--- src/rtl/cdo_pkg.sv ---
// ----------------------------------------------------------------------------
// cdo_pkg
// Shared types, constants and calendar tables for the date offset block.
// ----------------------------------------------------------------------------
`default_nettype none

package cdo_pkg;

    // Serial counts cover up to 9999 years of at most 366 days each.
    localparam int SER_W = 22;
    // Signed sum of a serial count and a 20 bit offset.
    localparam int SUM_W = 24;
    // Year counter width, enough for the largest last year.
    localparam int YR_W  = 14;

    localparam logic [3:0] MONTH_JAN = 4'd1;
    localparam logic [3:0] MONTH_FEB = 4'd2;
    localparam logic [3:0] MONTH_DEC = 4'd12;

    typedef struct packed {
        logic [4:0]         day_in;
        logic [3:0]         month_in;
        logic [11:0]        year_in;
        logic signed [19:0] offset_days;
    } t_in_item;

    typedef struct packed {
        logic        input_valid;
        logic [19:0] serial_days;
        logic [4:0]  result_day;
        logic [3:0]  result_month;
        logic [11:0] result_year;
        logic        out_of_range;
    } t_out_item;

    // Classified item handed from the front end to the back end.
    typedef struct packed {
        logic             valid;
        logic [SER_W-1:0] serial;
        logic             oor;
        logic [SER_W-1:0] sum;
    } t_job;

    typedef enum logic [1:0] {
        F_IDLE,
        F_WALK,
        F_CHECK,
        F_PUSH
    } t_front_state;

    typedef enum logic [1:0] {
        B_IDLE,
        B_YEAR,
        B_MONTH,
        B_OUT
    } t_back_state;

    function automatic logic [8:0] year_len(input logic leap);
        return leap ? 9'd366 : 9'd365;
    endfunction

    function automatic logic [4:0] month_len(input logic [3:0] month, input logic leap);
        logic [4:0] len;
        case (month)
            4'd2:                      len = leap ? 5'd29 : 5'd28;
            4'd4, 4'd6, 4'd9, 4'd11:   len = 5'd30;
            default:                   len = 5'd31;
        endcase
        return len;
    endfunction

    function automatic logic [8:0] days_before_month(input logic [3:0] month,
                                                     input logic       leap);
        logic [8:0] days;
        case (month)
            4'd1:    days = 9'd0;
            4'd2:    days = 9'd31;
            4'd3:    days = 9'd59;
            4'd4:    days = 9'd90;
            4'd5:    days = 9'd120;
            4'd6:    days = 9'd151;
            4'd7:    days = 9'd181;
            4'd8:    days = 9'd212;
            4'd9:    days = 9'd243;
            4'd10:   days = 9'd273;
            4'd11:   days = 9'd304;
            4'd12:   days = 9'd334;
            default: days = 9'd0;
        endcase
        if (leap && (month > MONTH_FEB)) begin
            days = days + 9'd1;
        end
        return days;
    endfunction

endpackage

`default_nettype wire

--- src/rtl/cdo_year_ctr.sv ---
// ----------------------------------------------------------------------------
// cdo_year_ctr
// Year counter from the epoch year with running remainders for the leap rule.
// ----------------------------------------------------------------------------
`default_nettype none

module cdo_year_ctr #(
    parameter int EPOCH_YEAR = 1970
) (
    input  wire logic                    i_clk,
    input  wire logic                    i_load,
    input  wire logic                    i_step,
    output logic [cdo_pkg::YR_W-1:0]     o_year,
    output logic                         o_leap
);
    import cdo_pkg::*;

    localparam logic [1:0] M4_INIT   = 2'(EPOCH_YEAR % 4);
    localparam logic [6:0] M100_INIT = 7'(EPOCH_YEAR % 100);
    localparam logic [8:0] M400_INIT = 9'(EPOCH_YEAR % 400);

    logic [YR_W-1:0] r_year;
    logic [1:0]      r_m4;
    logic [6:0]      r_m100;
    logic [8:0]      r_m400;

    always_ff @(posedge i_clk) begin
        if (i_load) begin
            r_year <= YR_W'(EPOCH_YEAR);
            r_m4   <= M4_INIT;
            r_m100 <= M100_INIT;
            r_m400 <= M400_INIT;
        end else if (i_step) begin
            r_year <= r_year + YR_W'(1);
            r_m4   <= r_m4 + 2'd1;
            r_m100 <= (r_m100 == 7'd99)  ? 7'd0 : r_m100 + 7'd1;
            r_m400 <= (r_m400 == 9'd399) ? 9'd0 : r_m400 + 9'd1;
        end
    end

    assign o_year = r_year;
    assign o_leap = ((r_m4 == 2'd0) && (r_m100 != 7'd0)) || (r_m400 == 9'd0);

endmodule

`default_nettype wire

--- src/rtl/cdo_front.sv ---
// ----------------------------------------------------------------------------
// cdo_front
// Takes an item, checks the date, counts its serial day and adds the offset.
// ----------------------------------------------------------------------------
`default_nettype none

module cdo_front #(
    parameter int EPOCH_YEAR = 1970,
    parameter int LAST_YEAR  = 4095
) (
    input  wire logic              i_clk,
    input  wire logic              i_rst_n,
    input  wire logic              i_start,
    input  wire cdo_pkg::t_in_item i_item,
    output logic                   o_busy,
    input  wire logic              i_q_full,
    output logic                   o_push,
    output cdo_pkg::t_job          o_job
);
    import cdo_pkg::*;

    localparam int P0 = EPOCH_YEAR - 1;
    localparam int P1 = LAST_YEAR;
    localparam int MAX_SERIAL = (365 * P1 + P1 / 4 - P1 / 100 + P1 / 400)
                              - (365 * P0 + P0 / 4 - P0 / 100 + P0 / 400);

    t_front_state r_state, n_state;

    logic [4:0]         r_day;
    logic [3:0]         r_month;
    logic [11:0]        r_year;
    logic signed [19:0] r_off;
    logic               r_range_ok;
    logic [SER_W-1:0]   r_acc;
    logic [SER_W-1:0]   r_serial;
    logic               r_valid;

    logic            accept;
    logic            ctr_step;
    logic            at_year;
    logic            range_ok;
    logic            day_ok;
    logic [YR_W-1:0] ctr_year;
    logic            ctr_leap;
    logic [SUM_W-1:0] sum;
    logic            oor;

    cdo_year_ctr #(
        .EPOCH_YEAR (EPOCH_YEAR)
    ) u_year_ctr (
        .i_clk  (i_clk),
        .i_load (accept),
        .i_step (ctr_step),
        .o_year (ctr_year),
        .o_leap (ctr_leap)
    );

    assign at_year  = (ctr_year == YR_W'(r_year));
    assign range_ok = (i_item.month_in inside {[MONTH_JAN:MONTH_DEC]})
                   && (YR_W'(i_item.year_in) >= YR_W'(EPOCH_YEAR))
                   && (YR_W'(i_item.year_in) <= YR_W'(LAST_YEAR))
                   && (i_item.day_in != 5'd0);
    assign day_ok   = r_range_ok && (r_day <= month_len(r_month, ctr_leap));

    assign sum = SUM_W'(r_serial) + SUM_W'(r_off);
    assign oor = sum[SUM_W-1] || (sum == '0) || (sum > SUM_W'(MAX_SERIAL));

    always_comb begin
        n_state = r_state;
        case (r_state)
            F_IDLE: begin
                if (i_start) begin
                    n_state = range_ok ? F_WALK : F_CHECK;
                end
            end
            F_WALK: begin
                if (at_year) begin
                    n_state = F_CHECK;
                end
            end
            F_CHECK: n_state = F_PUSH;
            F_PUSH: begin
                if (!i_q_full) begin
                    n_state = F_IDLE;
                end
            end
            default: n_state = F_IDLE;
        endcase
    end

    always_comb begin
        accept   = 1'b0;
        ctr_step = 1'b0;
        o_push   = 1'b0;
        o_busy   = 1'b1;
        case (r_state)
            F_IDLE: begin
                o_busy = 1'b0;
                accept = i_start;
            end
            F_WALK:  ctr_step = !at_year;
            F_CHECK: ;
            F_PUSH:  o_push = !i_q_full;
            default: ;
        endcase
    end

    always_ff @(posedge i_clk) begin
        if (!i_rst_n) begin
            r_state <= F_IDLE;
        end else begin
            r_state <= n_state;
        end
    end

    always_ff @(posedge i_clk) begin
        if (accept) begin
            r_day      <= i_item.day_in;
            r_month    <= i_item.month_in;
            r_year     <= i_item.year_in;
            r_off      <= i_item.offset_days;
            r_range_ok <= range_ok;
            r_acc      <= '0;
        end else if (ctr_step) begin
            r_acc <= r_acc + SER_W'(year_len(ctr_leap));
        end
        if (r_state == F_CHECK) begin
            r_valid  <= day_ok;
            r_serial <= day_ok ? r_acc + SER_W'(days_before_month(r_month, ctr_leap))
                                       + SER_W'(r_day)
                               : '0;
        end
    end

    assign o_job.valid  = r_valid;
    assign o_job.serial = r_serial;
    assign o_job.oor    = oor;
    assign o_job.sum    = sum[SER_W-1:0];

endmodule

`default_nettype wire

--- src/rtl/cdo_queue.sv ---
// ----------------------------------------------------------------------------
// cdo_queue
// Two-entry queue of classified items between the front and back ends.
// ----------------------------------------------------------------------------
`default_nettype none

module cdo_queue (
    input  wire logic          i_clk,
    input  wire logic          i_rst_n,
    input  wire logic          i_push,
    input  wire cdo_pkg::t_job i_job,
    input  wire logic          i_pop,
    output cdo_pkg::t_job      o_job,
    output logic               o_full,
    output logic               o_empty
);
    import cdo_pkg::*;

    t_job       r_mem [2];
    logic       r_wr_ptr;
    logic       r_rd_ptr;
    logic [1:0] r_count;

    always_ff @(posedge i_clk) begin
        if (!i_rst_n) begin
            r_wr_ptr <= 1'b0;
            r_rd_ptr <= 1'b0;
            r_count  <= 2'd0;
        end else begin
            if (i_push) begin
                r_wr_ptr <= !r_wr_ptr;
            end
            if (i_pop) begin
                r_rd_ptr <= !r_rd_ptr;
            end
            r_count <= r_count + 2'(i_push) - 2'(i_pop);
        end
    end

    always_ff @(posedge i_clk) begin
        if (i_push) begin
            r_mem[r_wr_ptr] <= i_job;
        end
    end

    assign o_job   = r_mem[r_rd_ptr];
    assign o_full  = (r_count == 2'd2);
    assign o_empty = (r_count == 2'd0);

endmodule

`default_nettype wire

--- src/rtl/cdo_back.sv ---
// ----------------------------------------------------------------------------
// cdo_back
// Turns a shifted serial count back into a date by walking years then months.
// ----------------------------------------------------------------------------
`default_nettype none

module cdo_back #(
    parameter int EPOCH_YEAR = 1970
) (
    input  wire logic          i_clk,
    input  wire logic          i_rst_n,
    input  wire cdo_pkg::t_job i_job,
    input  wire logic          i_empty,
    output logic               o_pop,
    output logic               o_done,
    output cdo_pkg::t_out_item o_result
);
    import cdo_pkg::*;

    t_back_state r_state, n_state;

    logic [SER_W-1:0] r_rem;
    logic [3:0]       r_month;
    logic             r_valid;
    logic [SER_W-1:0] r_serial;
    logic             r_oor;

    logic             ctr_step;
    logic             month_step;
    logic [YR_W-1:0]  ctr_year;
    logic             ctr_leap;
    logic [8:0]       ylen;
    logic [4:0]       mlen;
    logic             more_years;
    logic             more_months;

    cdo_year_ctr #(
        .EPOCH_YEAR (EPOCH_YEAR)
    ) u_year_ctr (
        .i_clk  (i_clk),
        .i_load (o_pop),
        .i_step (ctr_step),
        .o_year (ctr_year),
        .o_leap (ctr_leap)
    );

    assign ylen        = year_len(ctr_leap);
    assign mlen        = month_len(r_month, ctr_leap);
    assign more_years  = (r_rem > SER_W'(ylen));
    assign more_months = (r_month < MONTH_DEC) && (r_rem > SER_W'(mlen));

    always_comb begin
        n_state = r_state;
        case (r_state)
            B_IDLE: begin
                if (!i_empty) begin
                    n_state = i_job.oor ? B_OUT : B_YEAR;
                end
            end
            B_YEAR: begin
                if (!more_years) begin
                    n_state = B_MONTH;
                end
            end
            B_MONTH: begin
                if (!more_months) begin
                    n_state = B_OUT;
                end
            end
            B_OUT:   n_state = B_IDLE;
            default: n_state = B_IDLE;
        endcase
    end

    always_comb begin
        o_pop      = 1'b0;
        ctr_step   = 1'b0;
        month_step = 1'b0;
        o_done     = 1'b0;
        case (r_state)
            B_IDLE:  o_pop      = !i_empty;
            B_YEAR:  ctr_step   = more_years;
            B_MONTH: month_step = more_months;
            B_OUT:   o_done     = 1'b1;
            default: ;
        endcase
    end

    always_ff @(posedge i_clk) begin
        if (!i_rst_n) begin
            r_state <= B_IDLE;
        end else begin
            r_state <= n_state;
        end
    end

    always_ff @(posedge i_clk) begin
        if (o_pop) begin
            r_rem    <= i_job.sum;
            r_month  <= MONTH_JAN;
            r_valid  <= i_job.valid;
            r_serial <= i_job.serial;
            r_oor    <= i_job.oor;
        end else if (ctr_step) begin
            r_rem <= r_rem - SER_W'(ylen);
        end else if (month_step) begin
            r_rem   <= r_rem - SER_W'(mlen);
            r_month <= r_month + 4'd1;
        end
    end

    always_comb begin
        o_result.input_valid  = r_valid;
        o_result.serial_days  = r_serial[19:0];
        o_result.result_day   = r_oor ? 5'd0  : r_rem[4:0];
        o_result.result_month = r_oor ? 4'd0  : r_month;
        o_result.result_year  = r_oor ? 12'd0 : ctr_year[11:0];
        o_result.out_of_range = r_oor;
    end

endmodule

`default_nettype wire

--- src/rtl/calendar_date_offset.sv ---
// ----------------------------------------------------------------------------
// calendar_date_offset
// Gregorian date check, serial day count, signed offset and date recovery.
// ----------------------------------------------------------------------------
// An item (day, month, year, signed offset) is taken on a rising edge with
// start high and busy low. The front end walks the years from EPOCH_YEAR up
// to the given year, one year per cycle, to form the serial count, then adds
// the offset, with busy high until the item is pushed into the queue.
// The result goes through a two-entry queue to the back end, which walks the
// shifted count year by year and then month by month, or skips both walks
// when the sum is out of range. Both walks run one year per cycle through
// their own year counter.
// Each result appears on o_result for one cycle with o_done high; the
// receiver must take it then, as it cannot stall the block. The front end
// takes a new item while the back end still works on the previous ones.
// Reset (i_rst_n low at a clock edge) empties the queue and idles both ends.
// ----------------------------------------------------------------------------
`default_nettype none

module calendar_date_offset #(
    parameter int EPOCH_YEAR = 1970,
    parameter int LAST_YEAR  = 4095
) (
    input  wire logic               i_clk,
    input  wire logic               i_rst_n,
    input  wire logic               start,
    input  wire cdo_pkg::t_in_item  i_item,
    output logic                    busy,
    output logic                    o_done,
    output cdo_pkg::t_out_item      o_result
);
    import cdo_pkg::*;

    t_job front_job;
    t_job head_job;
    logic push;
    logic pop;
    logic q_full;
    logic q_empty;

    cdo_front #(
        .EPOCH_YEAR (EPOCH_YEAR),
        .LAST_YEAR  (LAST_YEAR)
    ) u_front (
        .i_clk    (i_clk),
        .i_rst_n  (i_rst_n),
        .i_start  (start),
        .i_item   (i_item),
        .o_busy   (busy),
        .i_q_full (q_full),
        .o_push   (push),
        .o_job    (front_job)
    );

    cdo_queue u_queue (
        .i_clk   (i_clk),
        .i_rst_n (i_rst_n),
        .i_push  (push),
        .i_job   (front_job),
        .i_pop   (pop),
        .o_job   (head_job),
        .o_full  (q_full),
        .o_empty (q_empty)
    );

    cdo_back #(
        .EPOCH_YEAR (EPOCH_YEAR)
    ) u_back (
        .i_clk    (i_clk),
        .i_rst_n  (i_rst_n),
        .i_job    (head_job),
        .i_empty  (q_empty),
        .o_pop    (pop),
        .o_done   (o_done),
        .o_result (o_result)
    );

    // An invalid date always reports a zero serial count.
    a_invalid_zero: assert property (@(posedge i_clk) disable iff (!i_rst_n)
        o_done && !o_result.input_valid |-> o_result.serial_days == 20'd0)
        else $error("invalid date with non-zero serial count");

    // An in-range result is a real calendar date.
    a_result_date: assert property (@(posedge i_clk) disable iff (!i_rst_n)
        o_done && !o_result.out_of_range |->
            o_result.result_day != 5'd0 && o_result.result_month != 4'd0 &&
            o_result.result_month <= MONTH_DEC)
        else $error("in-range result is not a calendar date");

    // The back end returns to idle after every result.
    a_done_pulse: assert property (@(posedge i_clk) disable iff (!i_rst_n)
        o_done |=> !o_done)
        else $error("result strobe held for more than one cycle");

    // The queue is never pushed while full.
    a_no_overflow: assert property (@(posedge i_clk) disable iff (!i_rst_n)
        push |-> !q_full)
        else $error("item pushed into a full queue");

endmodule

`default_nettype wire
--- config.mk ---
export PLATFORM = sky130hd
export DESIGN_NAME = calendar_date_offset
export DESIGN_NICKNAME = d
export VERILOG_FILES = /design/src/rtl/cdo_pkg.sv /design/src/rtl/cdo_year_ctr.sv /design/src/rtl/cdo_front.sv /design/src/rtl/cdo_queue.sv /design/src/rtl/cdo_back.sv /design/src/rtl/calendar_date_offset.sv
export SDC_FILE = /design/constraint.sdc
export NUM_CORES = 1
export LEC_CHECK = 0
export ABC_CLOCK_PERIOD_IN_PS = 9000
export BUFFER_PORTS_ARGS = -buffer_cell sky130_fd_sc_hd__buf_2
export CAP_MARGIN = 5
export CELL_PAD_IN_SITES_DETAIL_PLACEMENT = 0
export CELL_PAD_IN_SITES_GLOBAL_PLACEMENT = 2
export CORE_MARGIN = 2
export CORE_UTILIZATION = 44
export DETAILED_ROUTE_END_ITERATION = 16
export HOLD_SLACK_MARGIN = 0.1
export PLACE_DENSITY_LB_ADDON = 0.2
export SYNTH_ARGS = -nofsm -noshare
export SYNTH_HDL_FRONTEND = slang
export SYNTH_SLANG_ARGS = --single-unit
--- constraint.sdc ---
create_clock -name i_clk -period 9 [get_ports i_clk]
set_input_delay 0.45 -clock i_clk [delete_from_list [all_inputs] [get_ports i_clk]]
set_output_delay 0.45 -clock i_clk [all_outputs]
set_load 0.02 [all_outputs]
==> metrics.md <==
| Metric | Value |
|---|---|
| P&R area growth vs syn | 13.56% |
| Ys flop type | edfxtp_1 |
| HP Start | i_item[17] |
| CP Class | reg2reg |
| Height of the die | 190.1 µm |
| Per-cell routed wire length | 15.56 µm |
| CTS resizes | 0 |
| H-tree levels | 2 |
| Die area | 0.03614 mm² |
| CTS tree | done |
| Max FO, Critical Path | 8 |
| Clock share of power | 22.4% |
| Max-capacitance violation count | 0 |
| Grt total ovfl | 0 |
| Vias | 10.07k |
| Startpoint Class | flop |
| WP data arrival | 4.90 ns |
| Largest net degree at the start of global routing | 80 |
| GP Congestion | 0.7942 |
| Number of synthesized flops with an enable pin | 197 |
| Fmax | 0.2157 GHz |
| Post-route ant nets | 0 |
| Max VDD drop | 0.1991 mV |
| Clk Latency, worst-skew pair | 0.52 ns |
| Row count | 68 |
| First-pass GRT wire length | 50010 µm |
| Clock-pin slew on the worst setup and hold paths | 0.06 ns |
| Slew HR | 29.88% |
| Final setup fails | 0 |
| Tot GR Track Use | 17.11% |
| Warnings from Yosys | 0 |
| Most common cell after layout, fill and taps aside | edfxtp_1 |
| Final worst-path cycle share | 51.50% |
| Yosys top cell area share | 38.82% |
| Setup repair bufs after CTS | 0 |
| Vias in the first global route | 9785 |
| Hpwl dp | 21580 µm |
| Most frequent cells in the layout | edfxtp_1 (197), nand2_1 (116), nor2_1 (116), dfxtp_1 (105), buf_2 (88) |
| Internal power | 3.722 mW |
| Clock Skew | 0.02562 ns |
| DRC violations left | 0 |
| Top Ports | 89 |
| Area leader, netlist | edfxtp_1 |
| Unrepaired setup endpoints after global routing | false |
| Clock Tree Root | clkbuf_16 |
| Syn Inst Count | 1384 |
| Drt first pass iters | 6 |
| Vias per cell | 5.127 |
| Initial Util | 44.45% |
| Nets@finish | 1617 |
| Run status | complete, no violations |
| Logic gate share of total power | 39.2% |
| Yosys reg bits | 303 |
| Sw Share | 37.61% |
| Post-synthesis sequential area ratio | 52.74% |
| PD cells | 344.7 mW/mm² |
| CTS buffer count | 35 |
| Antenna Cells | 0 |
| CP required | 9.27 ns |
| Leakage | 6.567 nW |
| Finished Cell Area | 0.01731 mm² |
| Initial antenna violation count | 0 |
| Dpl cell area | 0.01613 mm² |
| Die X | 190.1 µm |
| Cell Area, Synth | 0.01524 mm² |
| Endpoint class of the critical path | flop |
| Clock Path Buffers | 3 |
| Synth area leaders | edfxtp_1 (39%), dfxtp_1 (14%), ha_1 (6.6%), xor2_1 (4.1%), xnor2_1 (3.6%) |
| Register share of total power | 38.4% |
| Crit path time final | 4.635 ns |
| Clock Sinks | 303 |
| Number of DRC markers in iteration 0 | 489 |
| Post-synth ARST share | 0% |
| Core ar. | 0.03429 mm² |
| Slew @ Worst Pin | 1.052 ns |
| PortBufs | 88 |
| Final wirelength | 30580 µm |
| Endpoints failing hold | 0 |
| Worst hold path class | in2reg |
| Crit path from | u_front.u_year_ctr.r_m100[2]$_SDFFE_PP1P_ |
| FF-to-FF Start | u_front.u_year_ctr.r_m100[2]$_SDFFE_PP1P_ |
| Synth Net Count | 1518 |
| Library cells used by synthesis | 79 |
| Layout cell share with drive strength beyond 1 | 13.11% |
| Total Negative Setup Slacks | 0 ns |
| Mean Syn Cell Area | 11.01 µm² |
| Switching Power | 2.244 mW |
| Slew Limit Fails | 0 |
flip-flops by register name (all words and copies together) (netlist names), 2 cells and up, named ones only:
name	cells
u_back.u_year_ctr.r_m400	9
u_front.r_serial	22
u_front.r_state	2
u_front.r_off	20
u_front.u_year_ctr.o_year	14
u_back.r_serial	20
u_back.u_year_ctr.o_year	12
u_front.u_year_ctr.r_m4	2
u_front.r_month	4
u_front.r_acc	22
u_back.u_year_ctr.r_m4	2
u_front.u_year_ctr.r_m400	9
u_back.r_state	2
u_back.r_rem	22
u_front.r_year	12
u_front.u_year_ctr.r_m100	7
u_back.r_month	4
u_queue.r_mem	88
u_front.r_day	5
u_queue.r_count	2
u_back.u_year_ctr.r_m100	7
metal layers:
| layer | GRT usage, % | vias to the layer above | routed length (µm) |
|---|---|---|---|
| li1 | - | 5176 | - |
| met1 | 23.02 | 4722 | 14450 |
| met2 | 28.76 | 136 | 14510 |
| met3 | 2.417 | 40 | 949 |
| met4 | 5.069 | 0 | 665 |
| met5 | 0 | - | 0 |
cells in the mapped netlist, drive strengths merged, types with 24 or more instances:
cell type,n
edfxtp,197
nor2,118
nand2,116
dfxtp,106
ha,80
inv,74
a21oi,73
xor2,73
xnor2,64
o21ai,53
nand3,44
nor2b,36
clkbuf,34
nand4,29
a211oi,27
mux2,25
nor3,24
per-stage QoR:
step / hold slack, ns / setup slack [ns] / cells / power, mW / util, %
final: 0.1255 / 4.365 / 1965 / 5.966 / 50.47
after global placement: 0.4255 / 4.371 / 1892 / 4.654 / 47.05
after detailed placement: 0.4376 / 4.368 / 1892 / 4.677 / 47.05
after floorplan: 0.4215 / 4.847 / 1384 / 4.070 / -
after global routing: 0.1017 / 3.939 / 1965 / 6.436 / 50.47
after CTS: 0.1008 / 4.362 / 1964 / 6.050 / 50.45
path summary, 6_finish.rpt:
kind	to	slack, ns	depth (start not counted)
worst max-delay path	u_front.r_serial[21]$_SDFFCE_PN0P_	4.36	18
worst min-delay path	u_front.r_off[17]$_DFFE_PP_	0.13	1
worst max register to register	u_front.r_serial[21]$_SDFFCE_PN0P_	4.36	18
worst min register to register	u_queue.r_mem[0][45]$_DFFE_PP_	0.45	0
power by group through the flow:
stage	clock, mW	combinational [mW]	sequential [mW]
2_1_floorplan	0	1.82	2.25
3_3_place_gp	0	2.34	2.32
3_5_place_dp	0	2.35	2.32
4_1_cts	1.38	2.37	2.30
5_1_grt	1.44	2.66	2.34
6_report	1.34	2.34	2.29
layout make-up:
type                            count  area [µm²]
Multi-Input combinational cell    962        6730
Tap cell                          455       569.3
Sequential cell                   303        8039
Timing Repair Buffer              107       605.6
Inverter                           74       277.8
Fill cell                        3114       16980
Clock inverter                     16       138.9
Clock buffer                       48       945.9
repair_timing:
| action | CTS | global route |
|---|---|---|
| endpoints found under the setup margin | 0 | 0 |
| hold buffers | 8 | 1 |
| endpoints found under the hold margin | 8 | 1 |
critical path, stage by stage (launching register included):
cell	delay (ns)
dfxtp_1	0.38
nor3_1	0.31
nand3_1	0.12
a21oi_1	0.32
nor2_1	0.20
mux2i_1	0.17
fa_1	0.49
inv_1	0.04
ha_1	0.22
fa_1	0.41
a21o_1	0.19
a21oi_1	0.22
o21bai_1	0.09
a21oi_1	0.22
o21bai_1	0.12
a41oi_1	0.54
nor3_1	0.13
xnor2_1	0.17
nor2_1	0.05
cells by family after synthesis:
| family | synth area share (%) |
|---|---|
| xor+xnor | 7.972 |
| simple gates | 14.64 |
| mux | 2.701 |
| flops | 52.74 |
| compound gates | 10.84 |
| fa+ha+maj | 7.882 |
| buf+inv | 3.227 |
No activity file was read; power rests on OpenSTA's default activity.
